File: src/hw/rtl/utf8d_pkg.sv
`timescale 1ns / 1ps
`default_nettype none

package utf8d_pkg;

  localparam int MAX_SEQ_LEN = 6;
  localparam int CP_W        = 31;
  localparam int CNT_W       = 3;

  localparam int Q_DEPTH = 8;
  localparam int Q_PTR_W = 3;
  localparam int Q_LVL_W = 4;

  localparam logic [7:0] BYTE_NUL     = 8'h00;
  localparam logic [1:0] CONT_PREFIX  = 2'b10;

  typedef struct packed {
    logic [CP_W-1:0]  code_point;
    logic [CNT_W-1:0] byte_count;
    logic             end_of_text;
    logic             last;
  } result_t;

  // Up to two results written to the output queue in one cycle.
  typedef struct packed {
    logic [1:0] count;
    result_t    first;
    result_t    second;
  } push_t;

  // Keep the low 1+5*len bits of the accumulated value.
  function automatic logic [CP_W-1:0] mask_code(input logic [CP_W-1:0] acc,
                                                input logic [CNT_W-1:0] len);
    logic [5:0]      bits;
    logic [CP_W-1:0] mask;
    bits = 6'd1 + 6'd5 * {3'd0, len};
    mask = ~({CP_W{1'b1}} << bits);
    return acc & mask;
  endfunction

endpackage

`default_nettype wire

File: src/hw/rtl/utf8d_core.sv
`timescale 1ns / 1ps
`default_nettype none

module utf8d_core (
  input  wire logic                      clk,
  input  wire logic                      rst,
  input  wire logic                      in_valid,
  input  wire logic [7:0]                in_byte,
  input  wire logic [utf8d_pkg::Q_LVL_W-1:0] q_level,
  output logic                           in_ready,
  output utf8d_pkg::push_t               push
);
  import utf8d_pkg::*;

  logic             stage_valid;
  logic [7:0]       stage_byte;
  logic             pend_valid;
  logic [CP_W-1:0]  acc;
  logic [CNT_W-1:0] pend_len;

  logic    is_nul, is_ascii, is_cont, extend, flush, has_second;
  result_t pend_item, second_item;

  // Reserve room for the item still in the decode register.
  assign in_ready = ({1'b0, q_level} + {3'd0, stage_valid, 1'b0})
                    <= 5'(Q_DEPTH - 2);

  always_ff @(posedge clk) begin
    if (rst) begin
      stage_valid <= 1'b0;
    end else begin
      stage_valid <= in_valid && in_ready;
    end
    if (in_valid && in_ready) begin
      stage_byte <= in_byte;
    end
  end

  always_comb begin
    is_nul     = stage_byte == BYTE_NUL;
    is_ascii   = !stage_byte[7] && !is_nul;
    is_cont    = stage_byte[7:6] == CONT_PREFIX;
    extend     = is_cont && pend_valid && (pend_len < CNT_W'(MAX_SEQ_LEN));
    flush      = pend_valid && !extend;
    has_second = is_nul || is_ascii;

    pend_item.code_point  = mask_code(acc, pend_len);
    pend_item.byte_count  = pend_len;
    pend_item.end_of_text = 1'b0;
    pend_item.last        = !has_second;

    second_item.code_point  = is_nul ? '0 : {{(CP_W-8){1'b0}}, stage_byte};
    second_item.byte_count  = is_nul ? '0 : CNT_W'(1);
    second_item.end_of_text = is_nul;
    second_item.last        = 1'b1;

    push.count  = stage_valid ? ({1'b0, flush} + {1'b0, has_second}) : 2'd0;
    push.first  = flush ? pend_item : second_item;
    push.second = second_item;
  end

  always_ff @(posedge clk) begin
    if (rst) begin
      pend_valid <= 1'b0;
      acc        <= '0;
      pend_len   <= '0;
    end else if (stage_valid) begin
      if (extend) begin
        acc      <= {acc[CP_W-7:0], stage_byte[5:0]};
        pend_len <= pend_len + CNT_W'(1);
      end else if (has_second) begin
        pend_valid <= 1'b0;
        acc        <= '0;
        pend_len   <= '0;
      end else begin
        pend_valid <= 1'b1;
        acc        <= {{(CP_W-8){1'b0}}, stage_byte};
        pend_len   <= CNT_W'(1);
      end
    end
  end

  a_len_range: assert property (@(posedge clk) disable iff (rst)
    pend_len <= CNT_W'(MAX_SEQ_LEN))
    else $error("pending length beyond maximum");

  a_len_nonzero: assert property (@(posedge clk) disable iff (rst)
    pend_valid |-> pend_len != '0)
    else $error("pending character with zero length");

  a_idle_no_push: assert property (@(posedge clk) disable iff (rst)
    !stage_valid |-> push.count == 2'd0)
    else $error("results pushed without an item");

endmodule

`default_nettype wire

File: src/hw/rtl/utf8d_result_queue.sv
`timescale 1ns / 1ps
`default_nettype none

module utf8d_result_queue (
  input  wire logic                       clk,
  input  wire logic                       rst,
  input  wire utf8d_pkg::push_t           push,
  input  wire logic                       pop,
  output logic [utf8d_pkg::Q_LVL_W-1:0]   level,
  output utf8d_pkg::result_t              head
);
  import utf8d_pkg::*;

  result_t            mem [Q_DEPTH];
  logic [Q_PTR_W-1:0] wr_ptr;
  logic [Q_PTR_W-1:0] rd_ptr;
  logic               do_pop;

  assign do_pop = pop && (level != '0);
  assign head   = mem[rd_ptr];

  always_ff @(posedge clk) begin
    if (push.count != 2'd0) begin
      mem[wr_ptr] <= push.first;
    end
    if (push.count == 2'd2) begin
      mem[wr_ptr + Q_PTR_W'(1)] <= push.second;
    end
  end

  always_ff @(posedge clk) begin
    if (rst) begin
      wr_ptr <= '0;
      rd_ptr <= '0;
      level  <= '0;
    end else begin
      wr_ptr <= wr_ptr + Q_PTR_W'(push.count);
      rd_ptr <= rd_ptr + Q_PTR_W'(do_pop);
      level  <= level + Q_LVL_W'(push.count) - Q_LVL_W'(do_pop);
    end
  end

  a_no_overflow: assert property (@(posedge clk) disable iff (rst)
    ({1'b0, level} + {3'd0, push.count}) <= 5'(Q_DEPTH))
    else $error("result queue overflow");

  a_level_range: assert property (@(posedge clk) disable iff (rst)
    level <= Q_LVL_W'(Q_DEPTH))
    else $error("result queue level out of range");

  a_level_track: assert property (@(posedge clk) disable iff (rst)
    (push.count == 2'd0 && !do_pop) |=> $stable(level))
    else $error("queue level moved without push or pop");

endmodule

`default_nettype wire

File: src/hw/rtl/utf8_stream_decoder.sv
// UTF-8 stream decoder (lenient, accepts five- and six-byte legacy forms).
// Input: s_tvalid/s_tready/s_tdata, one raw text byte per item; a zero byte
//   ends the text. One byte can be taken every cycle while s_tready is high.
// Output: m_tvalid/m_tready/m_tdata/m_tuser/m_tlast, one decoded character
//   per item. m_tuser flags the end-of-text item; m_tlast marks the final
//   result caused by an input byte.
// A multi-byte character is given when the byte after it arrives, since
// only then is it known to be complete. A byte can cause 0, 1 or 2 results.
// Path: a result passes the decode register, then the result queue, before
//   it shows on m_tvalid, which is driven from the registered queue level.
// Throughput: one byte per cycle while at most one result per byte is
//   produced and the queue has room; the output delivers one result per
//   cycle while m_tready is high, so bytes that cause two results are
//   limited by the output side. An 8-entry result queue absorbs bursts;
//   s_tready drops when the queue could not take two results for the byte
//   being decoded plus two for a new byte.
// Receiver stall: results wait in the queue, input keeps flowing until the
//   queue fills, then s_tready goes low. No result is dropped.
// Reset (rst, synchronous): nothing pending, queue empty.
`timescale 1ns / 1ps
`default_nettype none

module utf8_stream_decoder (
  input  wire logic        clk,
  input  wire logic        rst,
  input  wire logic        s_tvalid,
  output logic             s_tready,
  input  wire logic [7:0]  s_tdata,   // [7:0] in_byte
  output logic             m_tvalid,
  input  wire logic        m_tready,
  output logic [39:0]      m_tdata,   // [30:0] code_point, [33:31] byte_count
  output logic             m_tuser,   // end_of_text
  output logic             m_tlast    // last
);
  import utf8d_pkg::*;

  push_t              push;
  result_t            head;
  logic [Q_LVL_W-1:0] level;

  utf8d_core u_core (
    .clk      (clk),
    .rst      (rst),
    .in_valid (s_tvalid),
    .in_byte  (s_tdata),
    .q_level  (level),
    .in_ready (s_tready),
    .push     (push)
  );

  utf8d_result_queue u_queue (
    .clk   (clk),
    .rst   (rst),
    .push  (push),
    .pop   (m_tready),
    .level (level),
    .head  (head)
  );

  assign m_tvalid = level != '0;
  assign m_tdata  = {6'd0, head.byte_count, head.code_point};
  assign m_tuser  = head.end_of_text;
  assign m_tlast  = head.last;

  a_eot_fields: assert property (@(posedge clk) disable iff (rst)
    (m_tvalid && m_tuser) |-> (m_tdata[33:0] == '0 && m_tlast))
    else $error("end-of-text item with nonzero payload");

  a_count_range: assert property (@(posedge clk) disable iff (rst)
    m_tvalid |-> m_tdata[33:31] <= 3'(MAX_SEQ_LEN))
    else $error("byte count beyond maximum");

  a_ready_room: assert property (@(posedge clk) disable iff (rst)
    s_tready |-> level <= Q_LVL_W'(Q_DEPTH - 2))
    else $error("input ready without queue room");

endmodule

`default_nettype wire

File: config.mk
export PLATFORM = sky130hd
export DESIGN_NAME = utf8_stream_decoder
export DESIGN_NICKNAME = d
export VERILOG_FILES = /design/src/hw/rtl/utf8d_pkg.sv /design/src/hw/rtl/utf8d_core.sv /design/src/hw/rtl/utf8d_result_queue.sv /design/src/hw/rtl/utf8_stream_decoder.sv
export SDC_FILE = /design/constraint.sdc
export NUM_CORES = 1
export LEC_CHECK = 0
export ABC_AREA = 1
export BUFFER_PORTS_ARGS = -buffer_cell sky130_fd_sc_hd__buf_2
export CAP_MARGIN = 20
export CORE_MARGIN = 5
export CORE_UTILIZATION = 45
export DETAILED_ROUTE_END_ITERATION = 8
export HOLD_SLACK_MARGIN = 0.15
export SLEW_MARGIN = 20
export SYNTH_ARGS = -nofsm -noshare
export SYNTH_HDL_FRONTEND = slang
export SYNTH_SLANG_ARGS = --single-unit
File: constraint.sdc
create_clock -name clk -period 3.1 [get_ports clk]
set_input_delay 0.31 -clock clk [delete_from_list [all_inputs] [get_ports clk]]
set_output_delay 0.31 -clock clk [all_outputs]
set_load 0.01 [all_outputs]
==> results by group <==
Worst setup path
  • Data arrival time at the worst-slack endpoint: 2640 ps
  • Crit. path cell count: 7
  • Critical path's slowest cell: inv_4
  • Largest stage delay on the critical path: 620 ps
  • Reg2Reg Setup Slack: 270 ps
  • CP Class: reg2out
  • Ordered cell list for the critical path: inv_4, buf_4, nor2_1, o21ai_0, a21oi_1, a31oi_1, buf_2
  • Worst Setup End Kind: primary output
  • Reg2Reg Capture Point: u_queue.mem[4][6]
  • Critical path destination: m_tdata[17]
  • Required time reported for the critical path endpoint: 2790 ps
  • Startpoint of the worst register-to-register path: u_core.pend_len[2]
  • Beginning of the critical path: u_queue.rd_ptr[0]
  • Worst R2R Path Depth: 10
  • Critical-path maximum fanout: 71
  • Launching element type of the critical path: flip-flop
  • Critical path buffers and inverters: 3
  • Top Family by Delay on Critical Path: buffers and inverters

Timing
  • Total count of max-transition violations in the final report: 0
  • Number of endpoints failing setup at the final stage: 0
  • Clock period minus worst slack: 2950 ps
  • Count of final hold-check violations: 0
  • Minimum hold slack: 307 ps
  • Achievable clock frequency: 339 MHz
  • Period utilisation layout: 0.951
  • Worst Setup Slack, final: 151 ps
  • Slew of the pin with the lowest slew margin: 925 ps
  • Setup repair after global routing missed its margin: no
  • Max transition margin: 0.384
  • Fin Setup TNS: 0 ps
  • Worst Clk Skew: 20.0 ps

Floorplan
  • Die height: 198 um
  • Floorplan die width: 198 um
  • Initial core utilization: 0.458
  • Cell row count: 68
  • Top Ports: 56
  • Floorplan Core Area: 34,700 sq um
  • Total Die Area: 39,200 sq um

Outcome
  • Outcome: finished clean

Pwr
  • Static power due to leakage: 8.14 nW
  • Max IR drop VDD: 1040 uV
  • Pwr Density: 690 nW/um^2

Cells and area
  • Fraction of layout instances using a drive strength above 1: 0.0884
  • Net count, final: 2,244
  • Number of inserted diodes: 0
  • P&R area growth vs syn: 13.1%

Detailed routing
  • Initial DRC Count: 1,503
  • Routed via count: 14,900
  • Post-route DRC violation count: 0
  • Initial DRT Pass Iterations: 5
  • Detailed Route WL: 52,100 um
  • Routed wire length per instance: 19.4 um
  • Antenna viol nets, final: 0
  • Per-cell via count in the routed design: 5.53

Hold path
  • Type of the most critical hold path: in2reg

Synth
  • Number of enable flip-flop cells after synthesis: 88
  • Total standard cell area after synthesis: 15,900 sq um
  • Post-synth top flop: dfxtp_1
  • Distinct cell type count after synthesis: 38
  • Fraction of registers with async set or reset after synthesis: 0
  • Post-Syn Area per Cell: 7.23 sq um
  • Yosys synthesis warning count: 0
  • Cells after synthesis: 2,198
  • Synthesis-stage register bit count: 342
  • Sequential cell area fraction in the yosys report: 0.486

Global route
  • Largest net degree at the start of global routing: 146
  • Wire length of the first global-routing pass: 80,400 um
  • Remaining Overflow, GRT: 0
  • Vias in the first global route: 13,800
  • Overall fraction of global-route tracks in use: 0.260
  • Number of antenna violations at the first check in global routing: 0

Clock tree
  • Clock-pin slew of the registers on the worst-case setup and hold paths: 50 ps
  • Buffers from clock root to sink, at most: 3
  • CTS tree: built
  • Post-cts resize count: 0
  • Number of buffers created by CTS: 39
  • Clock tree root driver cell: clkbuf_16
  • Clock sinks: 342
  • Maximum level of the CTS H-tree: 2
  • Clock latency at the later pin of the worst-skew pair: 530 ps
  • Buffer count from post-CTS setup fixing: 0

Placed design
  • Total half-perimeter wirelength after legalization and detailed placement: 30,900 um
  • Global placer's final weighted congestion: 0.873
  • Buffers added on ports: 49
  • Post-place setup slack: 348 ps

Job
  • Max-capacitance violation count: 0
==> synthesized netlist by cell type, types with 6 or more instances <==
library cell    n  share of area
o22ai_1        16         0.0063
a21oi_1        97          0.031
nand2_1       816           0.19
o21ai_0       186          0.059
edfxtp_1       88           0.17
inv_1          94          0.022
ha_1           20          0.016
buf_2          54          0.017
nor2_1        203          0.048
nor2_2         14         0.0055
clkbuf_1       82          0.019
nand4_1        30          0.012
buf_4           6         0.0028
nand3_1       148          0.047
inv_2          10         0.0024
dfxtp_1       254           0.32
clkinv_1        7         0.0017
a31oi_1        38          0.015
==> where the power goes <==
part / leakage (nW) / internal [mW] / switching [mW] / total [mW]
Combinational: 4.66 / 0.907 / 2.14 / 3.05
Clock: 0.619 / 2.70 / 1.84 / 4.54
Sequential: 2.86 / 4.73 / 0.0965 / 4.83
Total: 8.14 / 8.34 / 4.08 / 12.4
==> registers in the layout, summed over array words and instances (netlist names) <==
name                cells
u_core.stage_valid      1
u_queue.rd_ptr          3
u_queue.level           4
u_core.pend_len         3
u_queue.wr_ptr          3
u_core.pend_valid       1
u_queue.mem           288
u_core.stage_byte       8
u_core.acc             31
==> tightest hold or removal path: cells and delay by family <==
family	cells	cell delay, ps
AND/OR/NAND/NOR	2	220
adder cells (fa/ha/maj)	1	150
buffers and inverters	2	100
==> cell families after synthesis <==
| logic type | Yosys count | synth area share |
|---|---|---|
| xor gates and xnor gates | 6 | 0.00331 |
| other | 1 | 0.000236 |
| and+or+nand+nor | 1223 | 0.311 |
| DFF | 342 | 0.486 |
| buffers and inverters | 258 | 0.0667 |
| adders and majority gates | 22 | 0.0183 |
| AOI/OAI and AO/OA | 346 | 0.115 |
==> worst min path at each step <==
stage,startpoint,endpoint,slack [ps],depth (start not counted)
finish,m_tready,u_queue.rd_ptr[0],310,5
global route,m_tready,u_queue.rd_ptr[0],360,5
CTS,m_tready,u_queue.rd_ptr[0],300,5
detailed placement,u_queue.mem[7][17],u_queue.mem[7][17],430,2
global placement,u_queue.mem[0][4],u_queue.mem[0][4],430,2
floorplan,s_tdata[0],u_core.stage_byte[0],410,0
==> through the flow <==
stage | cells | util | power, mW | instance area, sq um
detailed placement | 2615 | 0.480 | 7.93 | 16600
CTS | 2694 | 0.518 | 12.5 | 18000
floorplan | 2203 | - | 6.75 | 15900
finish | 2694 | 0.518 | 12.4 | 18000
global route | 2694 | 0.518 | 13.0 | 18000
global placement | 2615 | 0.480 | 7.92 | 16600
==> routing by layer <==
layer  share of wire  global-route usage
met5               0                   0
met4           0.024              0.0768
met3           0.082              0.0490
met2            0.45               0.397
met1            0.45               0.377
==> placed cells by master, fill, tap and decap left out, types with 2 or more instances in the layout <==
cell	netlist	routed
clkinv_2	0	8
nand2_2	4	4
a22oi_1	4	4
nand3_1	148	148
o21ai_0	186	186
edfxtp_1	88	88
o21ai_2	2	2
nand4_1	30	30
xnor2_1	3	3
nor2_1	203	202
clkbuf_16	0	41
inv_1	94	94
o22ai_1	16	16
clkbuf_1	82	10
nor2_2	14	15
conb_1	1	6
a31oi_1	38	38
fa_1	2	2
a21oi_1	97	97
nand2_1	816	815
buf_4	6	46
buf_12	0	9
nor3_4	1	2
clkbuf_8	0	5
buf_2	54	49
bufinv_16	0	2
dlygate4sd3_1	0	9
clkinv_1	7	11
ha_1	20	20
xor2_1	3	3
inv_2	10	9
dfxtp_1	254	252
==> final cells by class <==
type                            count  area, sq um
Clock inverter                     14          115
Timing Repair Buffer              113          861
Clock buffer                       56         1130
Sequential cell                   342         7730
Tap cell                          455          569
Multi-Input combinational cell   1603         7150
Fill cell                        3397        16700
Inverter                          111          419
==> timing repair <==
| action | in CTS | in global routing |
|---|---|---|
| hold buffers | 9 | 0 |
| endpoints found under the setup margin | 0 | 0 |
| endpoints found under the hold margin | 9 | 0 |
Note: power is estimated with default switching activity, not from simulation.
